[config.mk]
export PLATFORM = sky130hd
export DESIGN_NAME = decimal_int_list_parser_core
export DESIGN_NICKNAME = d
export VERILOG_FILES = /design/src/hw/rtl/dilp_pkg.sv /design/src/hw/rtl/decimal_int_list_parser_core.sv /design/src/hw/rtl/dilp_front.sv /design/src/hw/rtl/dilp_queue.sv /design/src/hw/rtl/dilp_back.sv
export SDC_FILE = /design/constraint.sdc
export NUM_CORES = 1
export LEC_CHECK = 0
export BUFFER_PORTS_ARGS = -buffer_cell sky130_fd_sc_hd__buf_2
export CORE_UTILIZATION = 45
export CTS_CLUSTER_SIZE = 25
export DETAILED_ROUTE_END_ITERATION = 8
export SKIP_CTS_REPAIR_TIMING = 1
export SKIP_LAST_GASP = 1
export SLEW_MARGIN = 20
export SYNTH_ARGS = -nofsm -noshare
export SYNTH_HDL_FRONTEND = slang
export SYNTH_SLANG_ARGS = --single-unit
[constraint.sdc]
create_clock -name clock -period 10.8 [get_ports clock]
set_clock_uncertainty 0.2 [all_clocks]
set_input_delay 0.54 -clock clock [delete_from_list [all_inputs] [get_ports clock]]
set_output_delay 0.54 -clock clock [all_outputs]
set_load 0.01 [all_outputs]
[src/hw/rtl/dilp_pkg.sv]
`default_nettype none
// ----------------------------------------------------------------------------
// dilp_pkg: shared types and constants of the decimal list parser
// byte classes, character codes, status codes and queue sizes
// ----------------------------------------------------------------------------
package dilp_pkg;

   // value range is [-2^(VALUE_BITS-1), 2^(VALUE_BITS-1)-1]
   localparam int VALUE_BITS = 32;
   localparam int MAG_W      = VALUE_BITS;
   localparam int NUMBER_W   = 32;

   typedef logic [MAG_W-1:0]    mag_type;
   typedef logic [NUMBER_W-1:0] number_type;

   localparam mag_type     MAG_LIMIT   = {1'b1, {(MAG_W-1){1'b0}}};
   localparam logic [63:0] LIMIT_WIDE  = 64'd1 << (VALUE_BITS - 1);
   localparam logic [63:0] NLIMIT_WIDE = ~LIMIT_WIDE + 64'd1;
   localparam number_type  VAL_POS_SAT = LIMIT_WIDE[NUMBER_W-1:0];
   localparam number_type  VAL_NEG_SAT = NLIMIT_WIDE[NUMBER_W-1:0];

   // character codes
   localparam logic [7:0] CHAR_ZERO  = 8'd48;
   localparam logic [7:0] CHAR_NINE  = 8'd57;
   localparam logic [7:0] CHAR_PLUS  = 8'h2B;
   localparam logic [7:0] CHAR_MINUS = 8'h2D;
   localparam logic [7:0] CHAR_COMMA = 8'h2C;
   localparam logic [7:0] CHAR_SEMI  = 8'h3B;
   localparam logic [7:0] CHAR_SPACE = 8'h20;
   localparam logic [7:0] CHAR_TAB   = 8'h09;
   localparam logic [7:0] CHAR_LF    = 8'h0A;
   localparam logic [7:0] CHAR_VT    = 8'h0B;
   localparam logic [7:0] CHAR_FF    = 8'h0C;
   localparam logic [7:0] CHAR_CR    = 8'h0D;

   // result status codes
   localparam logic [1:0] STATUS_OK        = 2'd0;
   localparam logic [1:0] STATUS_BAD_BYTE  = 2'd1;
   localparam logic [1:0] STATUS_MIXED_SEP = 2'd2;
   localparam logic [1:0] STATUS_RANGE     = 2'd3;

   typedef enum logic [3:0] {
      KIND_SEP   = 4'b0001,
      KIND_DIGIT = 4'b0010,
      KIND_SIGN  = 4'b0100,
      KIND_BAD   = 4'b1000
   } kind_type;

   // one classified byte
   typedef struct packed {
      kind_type   kind;
      logic [7:0] text_byte;
      logic [3:0] digit;
      logic       minus;
      logic       arg_end;
   } cmd_type;

   localparam int CMD_DEPTH = 4;
   localparam int CMD_PTR_W = $clog2(CMD_DEPTH);
   localparam int CMD_CNT_W = $clog2(CMD_DEPTH + 1);

endpackage : dilp_pkg
`default_nettype wire

[src/hw/rtl/decimal_int_list_parser_core.sv]
`default_nettype none
// ----------------------------------------------------------------------------
// decimal_int_list_parser_core: streaming parser for lists of decimal integers
// turns argument text into signed 32-bit values, one per token, or one error
// ----------------------------------------------------------------------------
//
//  channel   ports                              moves
//  --------  ---------------------------------  ------------------------------
//  request   push, full, req_text_byte,         one text byte per transaction
//            req_arg_end
//  response  empty, pop, rsp_number,            one value or error status per
//            rsp_status                         transaction
//
//  one byte per cycle sustained while the result queue has room; the parser
//  applies one byte per cycle (one multiply-by-ten add and limit compare)
//  in the parser stage; a byte's result passes the front register and both queues
//  synchronous active-high reset clears all control state, no clearing pass
//  a four-entry command queue and a two-entry result queue let either side
//  stall on its own; after an error the block drops bytes until reset
//
module decimal_int_list_parser_core (
   input  wire logic          clock,
   input  wire logic          reset,
   // request side
   input  wire logic          push,
   output logic               full,
   input  wire logic [7:0]    req_text_byte,
   input  wire logic          req_arg_end,
   // response side
   output logic               empty,
   input  wire logic          pop,
   output logic signed [31:0] rsp_number,
   output logic [1:0]         rsp_status
);
   import dilp_pkg::*;

   // front stage to command queue
   logic    front_valid;
   cmd_type front_cmd;
   logic    front_take;

   // command queue to parser
   logic    queue_valid;
   cmd_type queue_cmd;
   logic    queue_take;

   // front stage: classify each byte into separator, digit, sign or invalid
   dilp_front u_front (
      .clock         (clock),
      .reset         (reset),
      .push          (push),
      .full          (full),
      .req_text_byte (req_text_byte),
      .req_arg_end   (req_arg_end),
      .out_valid     (front_valid),
      .out_cmd       (front_cmd),
      .out_take      (front_take)
   );

   // decoupling queue between classification and parsing
   dilp_queue u_queue (
      .clock    (clock),
      .reset    (reset),
      .wr_valid (front_valid),
      .wr_cmd   (front_cmd),
      .wr_ready (front_take),
      .rd_valid (queue_valid),
      .rd_cmd   (queue_cmd),
      .rd_take  (queue_take)
   );

   // back end: token state, range check, error halt and result queue
   dilp_back u_back (
      .clock      (clock),
      .reset      (reset),
      .cmd_valid  (queue_valid),
      .cmd        (queue_cmd),
      .cmd_take   (queue_take),
      .empty      (empty),
      .pop        (pop),
      .rsp_number (rsp_number),
      .rsp_status (rsp_status)
   );

endmodule : decimal_int_list_parser_core
`default_nettype wire

[src/hw/rtl/dilp_front.sv]
`default_nettype none
// ----------------------------------------------------------------------------
// dilp_front: input stage
// takes one byte per cycle unless full, classifies it and holds it for the command queue
// ----------------------------------------------------------------------------
module dilp_front (
   input  wire logic             clock,
   input  wire logic             reset,
   input  wire logic             push,
   output logic                  full,
   input  wire logic [7:0]       req_text_byte,
   input  wire logic             req_arg_end,
   output logic                  out_valid,
   output dilp_pkg::cmd_type     out_cmd,
   input  wire logic             out_take
);
   import dilp_pkg::*;

   logic       valid_ff, valid_in;
   cmd_type    cmd_ff, cmd_in;
   logic       accept;
   logic [7:0] digit_diff;
   logic       is_sep;
   logic       is_digit;

   assign full       = valid_ff && !out_take;
   assign accept     = push && !full;
   assign digit_diff = req_text_byte - CHAR_ZERO;

   assign is_sep = (req_text_byte == CHAR_COMMA) || (req_text_byte == CHAR_SEMI) ||
                   (req_text_byte == CHAR_SPACE) || (req_text_byte == CHAR_TAB) ||
                   (req_text_byte == CHAR_LF)    || (req_text_byte == CHAR_VT) ||
                   (req_text_byte == CHAR_FF)    || (req_text_byte == CHAR_CR);
   assign is_digit = (req_text_byte >= CHAR_ZERO) && (req_text_byte <= CHAR_NINE);

   always_comb begin
      cmd_in.text_byte = req_text_byte;
      cmd_in.arg_end   = req_arg_end;
      cmd_in.digit     = digit_diff[3:0];
      cmd_in.minus     = (req_text_byte == CHAR_MINUS);
      if (is_sep) begin
         cmd_in.kind = KIND_SEP;
      end else if (is_digit) begin
         cmd_in.kind = KIND_DIGIT;
      end else if ((req_text_byte == CHAR_PLUS) || (req_text_byte == CHAR_MINUS)) begin
         cmd_in.kind = KIND_SIGN;
      end else begin
         cmd_in.kind = KIND_BAD;
      end
   end

   always_comb begin
      valid_in = valid_ff;
      if (out_take) begin
         valid_in = 1'b0;
      end
      if (accept) begin
         valid_in = 1'b1;
      end
   end

   always_ff @(posedge clock) begin
      if (reset) begin
         valid_ff <= 1'b0;
      end else begin
         valid_ff <= valid_in;
      end
   end

   always_ff @(posedge clock) begin
      if (accept) begin
         cmd_ff <= cmd_in;
      end
   end

   assign out_valid = valid_ff;
   assign out_cmd   = cmd_ff;

endmodule : dilp_front
`default_nettype wire

[src/hw/rtl/dilp_queue.sv]
`default_nettype none
// ----------------------------------------------------------------------------
// dilp_queue: command queue
// short first-in first-out buffer between the input stage and the parser
// ----------------------------------------------------------------------------
module dilp_queue (
   input  wire logic             clock,
   input  wire logic             reset,
   input  wire logic             wr_valid,
   input  wire dilp_pkg::cmd_type wr_cmd,
   output logic                  wr_ready,
   output logic                  rd_valid,
   output dilp_pkg::cmd_type     rd_cmd,
   input  wire logic             rd_take
);
   import dilp_pkg::*;

   cmd_type              mem_ff [CMD_DEPTH];
   logic [CMD_PTR_W-1:0] wr_ptr_ff, wr_ptr_in;
   logic [CMD_PTR_W-1:0] rd_ptr_ff, rd_ptr_in;
   logic [CMD_CNT_W-1:0] count_ff, count_in;
   logic                 do_wr;
   logic                 do_rd;

   assign wr_ready = (count_ff != CMD_CNT_W'(CMD_DEPTH));
   assign rd_valid = (count_ff != '0);
   assign do_wr    = wr_valid && wr_ready;
   assign do_rd    = rd_take && rd_valid;
   assign rd_cmd   = mem_ff[rd_ptr_ff];

   always_comb begin
      wr_ptr_in = do_wr ? wr_ptr_ff + 1'b1 : wr_ptr_ff;
      rd_ptr_in = do_rd ? rd_ptr_ff + 1'b1 : rd_ptr_ff;
      count_in  = count_ff;
      if (do_wr && !do_rd) begin
         count_in = count_ff + 1'b1;
      end else if (do_rd && !do_wr) begin
         count_in = count_ff - 1'b1;
      end
   end

   always_ff @(posedge clock) begin
      if (reset) begin
         wr_ptr_ff <= '0;
         rd_ptr_ff <= '0;
         count_ff  <= '0;
      end else begin
         wr_ptr_ff <= wr_ptr_in;
         rd_ptr_ff <= rd_ptr_in;
         count_ff  <= count_in;
      end
   end

   always_ff @(posedge clock) begin
      if (do_wr) begin
         mem_ff[wr_ptr_ff] <= wr_cmd;
      end
   end

endmodule : dilp_queue
`default_nettype wire

[src/hw/rtl/dilp_back.sv]
`default_nettype none
// ----------------------------------------------------------------------------
// dilp_back: token parser and result queue
// runs the token state per byte and queues finished values and errors
// ----------------------------------------------------------------------------
module dilp_back (
   input  wire logic              clock,
   input  wire logic              reset,
   input  wire logic              cmd_valid,
   input  wire dilp_pkg::cmd_type cmd,
   output logic                   cmd_take,
   output logic                   empty,
   input  wire logic              pop,
   output logic signed [31:0]     rsp_number,
   output logic [1:0]             rsp_status
);
   import dilp_pkg::*;

   // parser state
   logic       halted_ff, halted_in;
   logic       sep_known_ff, sep_known_in;
   logic [7:0] sep_char_ff, sep_char_in;
   logic       in_token_ff, in_token_in;
   logic       negative_ff, negative_in;
   logic       stopped_ff, stopped_in;
   mag_type    mag_ff, mag_in;
   logic       over_ff, over_in;
   number_type val_ff, val_in;

   // result queue, two entries
   number_type rq_number_ff [2];
   logic [1:0] rq_status_ff [2];
   logic       rq_wr_ptr_ff, rq_rd_ptr_ff;
   logic [1:0] rq_count_ff, rq_count_in;
   logic       rq_room;
   logic       rq_pop;

   logic           emit;
   number_type     res_number;
   logic [1:0]     res_status;
   logic [MAG_W+3:0] prod;
   logic           add_over;
   mag_type        add_mag;
   number_type     val_x10;
   number_type     add_val;
   number_type     digit_ext;
   logic           do_finish;
   logic           err;
   logic [1:0]     err_code;

   assign rq_pop   = pop && !empty;
   assign empty    = (rq_count_ff == 2'd0);
   assign rq_room  = (rq_count_ff != 2'd2) || rq_pop;
   assign cmd_take = cmd_valid && rq_room;

   // accumulate one decimal digit: mag*10 + d with saturation at the limit
   assign prod      = {1'b0, mag_ff, 3'b000} + {3'b000, mag_ff, 1'b0}
                    + {{MAG_W{1'b0}}, cmd.digit};
   assign add_over  = prod > {4'b0000, MAG_LIMIT};
   assign add_mag   = add_over ? MAG_LIMIT : prod[MAG_W-1:0];
   assign digit_ext = {{(NUMBER_W-4){1'b0}}, cmd.digit};
   assign val_x10   = {val_ff[NUMBER_W-4:0], 3'b000} + {val_ff[NUMBER_W-2:0], 1'b0};

   always_comb begin
      if (add_over) begin
         add_val = negative_ff ? VAL_NEG_SAT : VAL_POS_SAT;
      end else if (negative_ff) begin
         add_val = val_x10 - digit_ext;
      end else begin
         add_val = val_x10 + digit_ext;
      end
   end

   always_comb begin
      halted_in    = halted_ff;
      sep_known_in = sep_known_ff;
      sep_char_in  = sep_char_ff;
      in_token_in  = in_token_ff;
      negative_in  = negative_ff;
      stopped_in   = stopped_ff;
      mag_in       = mag_ff;
      over_in      = over_ff;
      val_in       = val_ff;
      emit         = 1'b0;
      res_number   = '0;
      res_status   = STATUS_OK;
      do_finish    = 1'b0;
      err          = 1'b0;
      err_code     = STATUS_BAD_BYTE;

      if (cmd_take && !halted_ff) begin
         case (cmd.kind)
            KIND_SEP: begin
               if (sep_known_ff && (sep_char_ff != cmd.text_byte)) begin
                  err      = 1'b1;
                  err_code = STATUS_MIXED_SEP;
               end else begin
                  sep_known_in = 1'b1;
                  sep_char_in  = cmd.text_byte;
                  do_finish    = in_token_ff;
               end
            end
            KIND_DIGIT, KIND_SIGN: begin
               if (!in_token_ff) begin
                  in_token_in = 1'b1;
                  negative_in = cmd.minus;
                  stopped_in  = 1'b0;
                  over_in     = 1'b0;
                  if (cmd.kind == KIND_DIGIT) begin
                     mag_in = {{(MAG_W-4){1'b0}}, cmd.digit};
                     val_in = digit_ext;
                  end else begin
                     mag_in = '0;
                     val_in = '0;
                  end
               end else if (!stopped_ff) begin
                  if (cmd.kind == KIND_DIGIT) begin
                     mag_in  = add_mag;
                     val_in  = add_val;
                     over_in = over_ff || add_over;
                  end else begin
                     stopped_in = 1'b1;
                  end
               end
               do_finish = cmd.arg_end;
            end
            KIND_BAD: begin
               err      = 1'b1;
               err_code = STATUS_BAD_BYTE;
            end
            default: begin
               err      = 1'b1;
               err_code = STATUS_BAD_BYTE;
            end
         endcase

         // token end: range check, then emit value or range error
         if (do_finish && !err) begin
            if (over_in || (!negative_in && mag_in[MAG_W-1])) begin
               err      = 1'b1;
               err_code = STATUS_RANGE;
            end else begin
               emit        = 1'b1;
               res_number  = val_in;
               res_status  = STATUS_OK;
               in_token_in = 1'b0;
               negative_in = 1'b0;
               stopped_in  = 1'b0;
               mag_in      = '0;
               over_in     = 1'b0;
               val_in      = '0;
            end
         end

         if (err || cmd.arg_end) begin
            sep_known_in = 1'b0;
            sep_char_in  = '0;
            in_token_in  = 1'b0;
            negative_in  = 1'b0;
            stopped_in   = 1'b0;
            mag_in       = '0;
            over_in      = 1'b0;
            val_in       = '0;
         end

         if (err) begin
            emit       = 1'b1;
            res_number = '0;
            res_status = err_code;
            halted_in  = 1'b1;
         end
      end
   end

   always_comb begin
      rq_count_in = rq_count_ff;
      if (emit && !rq_pop) begin
         rq_count_in = rq_count_ff + 2'd1;
      end else if (rq_pop && !emit) begin
         rq_count_in = rq_count_ff - 2'd1;
      end
   end

   always_ff @(posedge clock) begin
      if (reset) begin
         halted_ff    <= 1'b0;
         sep_known_ff <= 1'b0;
         sep_char_ff  <= '0;
         in_token_ff  <= 1'b0;
         negative_ff  <= 1'b0;
         stopped_ff   <= 1'b0;
         mag_ff       <= '0;
         over_ff      <= 1'b0;
         val_ff       <= '0;
         rq_wr_ptr_ff <= 1'b0;
         rq_rd_ptr_ff <= 1'b0;
         rq_count_ff  <= 2'd0;
      end else begin
         halted_ff    <= halted_in;
         sep_known_ff <= sep_known_in;
         sep_char_ff  <= sep_char_in;
         in_token_ff  <= in_token_in;
         negative_ff  <= negative_in;
         stopped_ff   <= stopped_in;
         mag_ff       <= mag_in;
         over_ff      <= over_in;
         val_ff       <= val_in;
         rq_wr_ptr_ff <= emit ? !rq_wr_ptr_ff : rq_wr_ptr_ff;
         rq_rd_ptr_ff <= rq_pop ? !rq_rd_ptr_ff : rq_rd_ptr_ff;
         rq_count_ff  <= rq_count_in;
      end
   end

   always_ff @(posedge clock) begin
      if (emit) begin
         rq_number_ff[rq_wr_ptr_ff] <= res_number;
         rq_status_ff[rq_wr_ptr_ff] <= res_status;
      end
   end

   assign rsp_number = rq_number_ff[rq_rd_ptr_ff];
   assign rsp_status = rq_status_ff[rq_rd_ptr_ff];

endmodule : dilp_back
`default_nettype wire

* Word-level counts from Yosys, hierarchy flattened
Memories as Yosys holds them, arrays and structs flattened. A register that Yosys moved wholly into a read port is not among the register bits.
Index checks and enable logic that the tools add are counted.
** Cells by class
- Reduce and logical (&&, ||, !) cells :: 49
- Order comparisons :: 3
- Mux-type cells :: 91
- Equality and inequality tests :: 17
- Add/subtract/negate cells :: 12
** Operators by type and width (count)
- $mux 32 :: 22
- $mux 1 :: 49
- $eq 8x4->1 const B :: 5
- $eq 8x6->1 const B :: 5
- $add 35x33->36 :: 1
- $add 36x4->36 :: 1
- $gt 36x32->1 const B :: 1
- $add 32x32->32 :: 1
- $add 32x4->32 :: 1
- $sub 32x4->32 :: 1
- $mux 8 :: 3
- $mux 2 :: 11
- $logic_and 1x1->1 :: 15
- $logic_not 1->1 :: 12
- $logic_or 1x1->1 :: 12
- $ge 8x6->1 const B :: 1
- $le 8x6->1 const B :: 1
- $mux 4 :: 2
- $ne 8x8->1 :: 1
- $reduce_bool 2->1 :: 4
- $add 2x1->2 const B :: 3
- $mux 3 :: 2
- $eq 4x1->1 const B :: 1
- $eq 4x2->1 const B :: 1
- other kinds (13) :: 16
** Storage, ports and cells
- Output and inout port bits :: 36
- Input bits :: 13
- Logic and storage cells :: 197
- Bits in registers :: 108
- Memories :: 3
- RAM bits :: 140
** Memories
- u_queue.mem_ff :: words 4, bits a word 18, read ports 1, clocked after Yosys merged registers in 1, wr ports 1, RTL line dilp_queue.sv:18 : cmd_type mem_ff [CMD_DEPTH];
- u_back.rq_number_ff :: words 2, bits a word 32, read ports 1, clocked after Yosys merged registers in 1, wr ports 1, RTL line dilp_back.sv:31 : number_type rq_number_ff [2];
- u_back.rq_status_ff :: words 2, bits a word 2, read ports 1, clocked after Yosys merged registers in 1, wr ports 1, RTL line dilp_back.sv:32 : logic [1:0] rq_status_ff [2];

* Depth between registers and ports, before layout
Gate-level depths: netlist (run 1).
- Depth after elaboration :: 20
- Mapped depth :: 20
- Gate-level depth less buffers :: 16

* Cells and area by module
Synthesis (run 1) repeated with hierarchy kept, for this count alone.
** Unflattened totals
- Cell total of the unflattened synthesis :: 1584
- Area total of the unflattened synthesis :: 15907.8 sq um
** Modules (own cells, without submodules)
- dilp_back :: cells an instance 1397, area each 12155.4 sq um, instances 1
- dilp_queue :: cells an instance 142, area each 3119.2 sq um, instances 1
- dilp_front :: cells an instance 45, area each 633.1 sq um, instances 1

* Worst setup path after synthesis (run 1)
OpenSTA, ideal clock, no wires.
- Path kind :: register to register
- Start :: reg (tool-made name)
- End :: mem u_back.rq_number_ff[0][26] (netlist bit), data pin
- Data arrival time :: 5128 ps
- Path buffers :: 3
- Clock period less this slack :: 5485 ps
- Library setup time :: 157 ps
- Cell stages (with the launch flop) :: 18
- Data required time :: 10443 ps
- Path slack :: 5315 ps
- Cells stage by stage :: dfxtp_1 > buf_6 > buf_2 > mux4_2 > inv_1 > fa_1 > fa_1 > inv_1 > or4_1 > or4_1 > nor4_1 > o211ai_1 > or4_4 > o21bai_4 > a31o_4 > nand3_2 > buf_2 > a21oi_1
** RTL lines (RTL line)
- to (decl) :: dilp_back.sv:31

==> flow_summary.ini, run 1 <==
[timing]
finalMaxSlewViolations = 0
min_period_over_period_pct = 62.7
fmax_mhz = 148
rsz0062_at_grt = false
setup_viol = 0
hold_viol_final = 0
fin_setup_tns_ns = 0
slew_headroom_pct = 29.8
finalCriticalPeriod_ns = 6.77
finalHoldWorstSlack_ns = 0.00757
tightest_slew_ns = 1.05

[detailed_routing]
vias = 12300
ant_nets = 0
drt-total-wl_mm = 39.5
drtIter0Drc = 1036
drcViolationCount = 0
wl_per_cell_um = 19.5
dr.pass1.iters = 5
via_per_inst = 6.05

[clocking]
cts.clk_slew.worst_paths_ns = 0.06
htree_levels = 1
ctsRootBufferMaster = clkbuf_16
cts.sinks = 231
cts_buffers = 26
clockBufferDepth = 3
cts_tree = done
clk_latency_ns = 0.55

[grt]
antenna_found_initial = 0
grt_pass1_wl_mm = 63.1
grt_max_degree = 59
gr-usage-all-layers_pct = 23.1
globalRoute.totalOverflow = 0
grt_pass1_vias = 11600

[synth]
yosys.area.top_type_share_pct = 27.4
synth.avg_cell_area_um2 = 9.75
yosys-top-cells-count = edfxtp_1 (138), nand2_1 (136), nor2_1 (136), ha_1 (103), dfxtp_1 (93)
synth.cell_area_um2 = 15100
yosysMostFrequentCell = edfxtp_1
yosysWarningCount = 0
synth.area.top_cells = edfxtp_1 (27%), dfxtp_1 (12%), ha_1 (8.5%)
ys_ff_latch = 231
async_flop_share_pct = 0
synthFlopType = edfxtp_1
synth_edf_count = 138
yosysSeqAreaShare_pct = 39.7
yosys.area.top_type = edfxtp_1
syn_inst = 1551
synth_nets = 1673
yosysUniqueCellTypes = 101

[cells_and_area]
area_growth_pct = 9.45
nets = 1693
n_antenna_cell = 0
utilization_pct = 50.5
layout.cells.non_filler = 2032
drive_gt1_share_pct = 12.5
fillers = 3040

[critical_path]
end_kind = register
cp.arrival_ns = 6.92
critical_path.startpoint_type = register
crit_chain = mux4_2 -> inv_1 -> fa_1 -> fa_1 -> inv_1 -> or4_1 -> or4_1 -> nor4_1 -> o211ai_1 -> or4_4 -> o21bai_4 -> a31o_4 -> nand3_2 -> o22ai_1
cp_slowest_stage_delay_ns = 0.95
path_buf_inv = 2
crit_family = simple AND/OR/NAND/NOR gates
worst_path_max_delay_cell = dfxtp_1
cp_max_fo = 26
crit_required_ns = 10.95
critPathKind = reg -> reg

[die]
io_pins = 49
dieWidth_um = 185
core_um2 = 32800
die_h_um = 185
dieArea_um2 = 34300
placementRows = 66
start_util_pct = 46.1

[status]
status = finished clean

[job]
max_cap_violations = 0

[power]
leakage_nw = 6.26
totalPowerFinal_mw = 2.75
ir_drop_mv = 0.122
power.density_nw_per_um2 = 166

[place]
portBuffers = 48
gp_congestion = 0.918
hpwl_mm = 28.2
place_inst = 1983

[min_path]
hp-class = in -> reg
==> tightest hold or removal path: cells and delay by family <==
family	cells	cell delay (ns)
buffers and inverters	1	0.08
AND/OR/NAND/NOR	2	0.10
==> kinds of logic after synthesis <==
group / share of synthesized area, %
multiplexers: 5.44
AND/OR/NAND/NOR: 17.1
AO/OA/AOI/OAI: 20.7
XOR/XNOR: 4.50
flip-flops: 39.7
adder cells (fa/ha/maj): 9.32
buffers and inverters: 3.19
==> cells in the final DEF (no fill, tap or decap), types with 14 or more instances in the layout <==
cell type	instances
xnor2_1	45
mux4_2	14
o21ai_1	40
a31oi_1	14
dfxtp_1	92
and2_1	19
nand2_1	136
clkbuf_16	26
or3_1	19
nor2_1	136
nor3_1	39
nor4_1	15
a21o_1	22
and3_1	16
xor2_1	29
inv_1	47
nand2b_1	14
buf_2	48
a22oi_1	35
o21ai_0	61
nand4_1	19
edfxtp_1	138
mux2_2	38
o21a_1	23
nand3_1	32
ha_1	103
a21oi_1	92
==> routing by layer <==
layer  GRT usage [%]  share of wire [%]  routed length, um  vias up
met5               0                  0                  0        -
met4            6.38                2.4                959        0
met3            2.46                4.2               1670       66
met2            39.0                 47              18600      338
met1            31.1                 46              18300     5936
li1                -                  -                  -     5944
==> worst paths after layout <==
| kind | slack, ns | depth (start not counted) | to | start |
|---|---|---|---|---|
| max | 4.03 | 14 | u_back.rq_number_ff[1][29] | register |
| min | 0.008 | 3 | u_front.out_valid | push |
| max reg2reg | 4.03 | 14 | u_back.rq_number_ff[1][29] | register |
| min reg2reg | 0.25 | 2 | u_back.sep_known_ff | u_back.sep_known_ff |
==> sequential cells by signal (all words and copies together) (netlist names), 2 cells and up, named ones only <==
register             count
u_back.rq_count_ff       2
u_queue.mem_ff          56
u_back.val_ff           32
u_front.out_cmd         14
u_back.rq_number_ff     64
u_back.mag_ff           32
u_queue.wr_ptr_ff        2
u_back.sep_char_ff       8
u_queue.rd_ptr_ff        2
u_back.rq_status_ff      4
u_queue.count_ff         3
==> per-stage QoR <==
step | area (um^2) | setup WS (ns)
6_report | 16600 | 4.03
5_1_grt | 16600 | 3.60
4_1_cts | 16500 | 3.92
3_5_place_dp | 15700 | 3.99
3_3_place_gp | 15700 | 4.18
2_1_floorplan | 15100 | 5.32
==> layout make-up <==
| type | count | area (um^2) | area share (%) |
|---|---|---|---|
| flip-flops and latches | 231 | 6010 | 36.3 |
| multi-input cells | 1207 | 8650 | 52.2 |
| inverters | 47 | 176 | 1.07 |
| clock buffers | 28 | 658 | 3.98 |
| well taps | 442 | 553 | 3.34 |
| clock inverters | 19 | 190 | 1.15 |
| repair buffers | 58 | 320 | 1.94 |
==> where the power goes <==
group / internal (mW) / leakage, nW / switching [mW]
Sequential: 1.08 / 2.05 / 0.0736
Combinational: 0.267 / 3.80 / 0.441
Clock: 0.514 / 0.412 / 0.375
Total: 1.86 / 6.26 / 0.890
(Power assumes the default switching activity.)
==> run 2, diff against run 1 <==
Clock period 10.8 ns to 6.02 ns, I/O delays scaled along.
==> run 2 against run 1 <==
Net effect: sequential share of layout area is 0.40 points lower; non-clock buffer count is 17 higher; clock power up 80%; flip-flop and latch count did not move; utilization is 0.56 points higher; register-to-register slack got worse by 3.8 ns; die area unchanged; largest power group unchanged.
==> flow_summary.ini, run 2 (synthesis results as in run 1) <==
[critical_path]
end_kind = register
cp_max_fo = 33
worst_path_max_delay_cell = mux4_2
cp.arrival_ns = 5.92
cp_slowest_stage_delay_ns = 0.63
crit_required_ns = 6.17
critical_path.startpoint_type = register
critPathKind = reg -> reg
crit_chain = buf_4 -> mux4_2 -> ha_1 -> ha_1 -> inv_1 -> fa_1 -> inv_1 -> or4_1 -> or4_1 -> nor4_2 -> o211ai_1 -> or4_4 -> o21bai_4 -> and2_1 -> buf_6 -> a22oi_1 -> nor3_1

[cells_and_area]
n_antenna_cell = 0
largest_register_ffs = 64
drive_gt1_share_pct = 13.2
nets = 1711
final_cell_mix = edfxtp_1 (138), nor2_1 (136), nand2_1 (136)
regMostFlops = u_back.rq_number_ff
top_regs = u_back.rq_number_ff: 64 flops, u_queue.mem_ff: 56 flops
fillers = 3057
area_growth_pct = 10.7
final_common_cell = edfxtp_1
design_area_um2 = 16700
layout.cells.non_filler = 2052

[clocking]
cts.sinks = 231
cts.clk_slew.worst_paths_ns = 0.06
cts_buffers = 27
htree_levels = 1
clk_latency_ns = 0.55
cts_tree = done
ctsRootBufferMaster = clkbuf_16
clockBufferDepth = 3

[die]
dieArea_um2 = 34300
start_util_pct = 46.1
dieWidth_um = 185
placementRows = 66
die_h_um = 185
core_um2 = 32800
io_pins = 49

[timing]
finalCriticalPeriod_ns = 5.77
finalHoldWorstSlack_ns = 0.0232
tightest_slew_ns = 0.964
rsz0062_at_grt = false
hold_viol_final = 0
setup_viol = 0
finalMaxSlewViolations = 0
slew_headroom_pct = 35.7
fmax_mhz = 173
min_period_over_period_pct = 95.9
fin_setup_tns_ns = 0
setup_ws_ns = 0.247

[grt]
grt_pass1_vias = 11700
globalRoute.totalOverflow = 0
gr-usage-all-layers_pct = 22.7
grt_pass1_wl_mm = 62.1
antenna_found_initial = 0
grt_max_degree = 59

[detailed_routing]
drt-total-wl_mm = 39.1
dr.pass1.iters = 6
drtIter0Drc = 912
wl_per_cell_um = 19.1
drcViolationCount = 0
vias = 12300
ant_nets = 0
via_per_inst = 6.01

[power]
combPwrFrac_pct = 26.7
switching_share_pct = 32.2
ir_drop_mv = 0.201
seqPwrFrac_pct = 41.0
pwr-share-clk_pct = 32.3
power.density_nw_per_um2 = 296
power.switching_mw = 1.60
internal_power_mw = 3.36
leakage_nw = 6.35

[job]
max_cap_violations = 0

[place]
place_inst = 1992
place_ws_ns = 0.114
portBuffers = 48
dpl-instance-area_um2 = 15800
hpwl_mm = 28.6
gp_congestion = 0.929

[min_path]
hp-class = in -> reg

[status]
status = finished clean
-- run 2: metrics by stage --
step / util (%) / power [mW]
4_1_cts: 50.7 / 5.02
3_5_place_dp: 48.0 / 3.40
2_1_floorplan: - / 2.92
6_report: 51.0 / 4.96
5_1_grt: 51.0 / 5.21
3_3_place_gp: 48.0 / 3.39
-- run 2: power by group through the flow --
stage	logic, mW	clock network, mW	registers, mW
final	1.33	1.60	2.03
after global routing	1.46	1.69	2.06
after CTS	1.34	1.64	2.04
after detailed placement	1.33	0	2.07
after global placement	1.33	0	2.06
after floorplan	0.898	0	2.02
-- run 2: metal layers --
layer  global-route usage (%)  vias up  part of all wire (%)
met5                        0        -                     0
met4                     8.33        0                   3.5
met3                     2.36       80                   4.1
met2                     38.4      343                    47
met1                     29.9     5889                    45
li1                         -     6013                     -
-- run 2: final timing paths --
check	slack (ns)	depth (start not counted)	end	from
worst max-delay path	0.25	17	u_back.rq_number_ff[0][22]	register
worst max register to register	0.25	17	u_back.rq_number_ff[0][22]	register
worst min register to register	0.26	2	u_back.sep_known_ff	u_back.sep_known_ff
worst min-delay path	0.02	4	u_back.rq_rd_ptr_ff	pop
-- run 2: final cells by class --
| cell class | instances | area (um^2) | share of cell area [%] |
|---|---|---|---|
| clock inverter | 18 | 169 | 1.01 |
| multi-input combinational | 1207 | 8650 | 51.7 |
| sequential | 231 | 6010 | 35.9 |
| tap | 442 | 553 | 3.30 |
| inverter | 47 | 176 | 1.05 |
| timing repair buffer | 75 | 472 | 2.82 |
| clock buffer | 32 | 704 | 4.21 |
-- run 2: worst max-delay path: cells and delay by family (launching register included) --
family	cells	cell delay, ns
compound gates	3	0.56
fa+ha+maj	3	0.97
flops	1	0.38
buf+inv	4	0.56
mux	1	0.63
simple gates	6	2.26
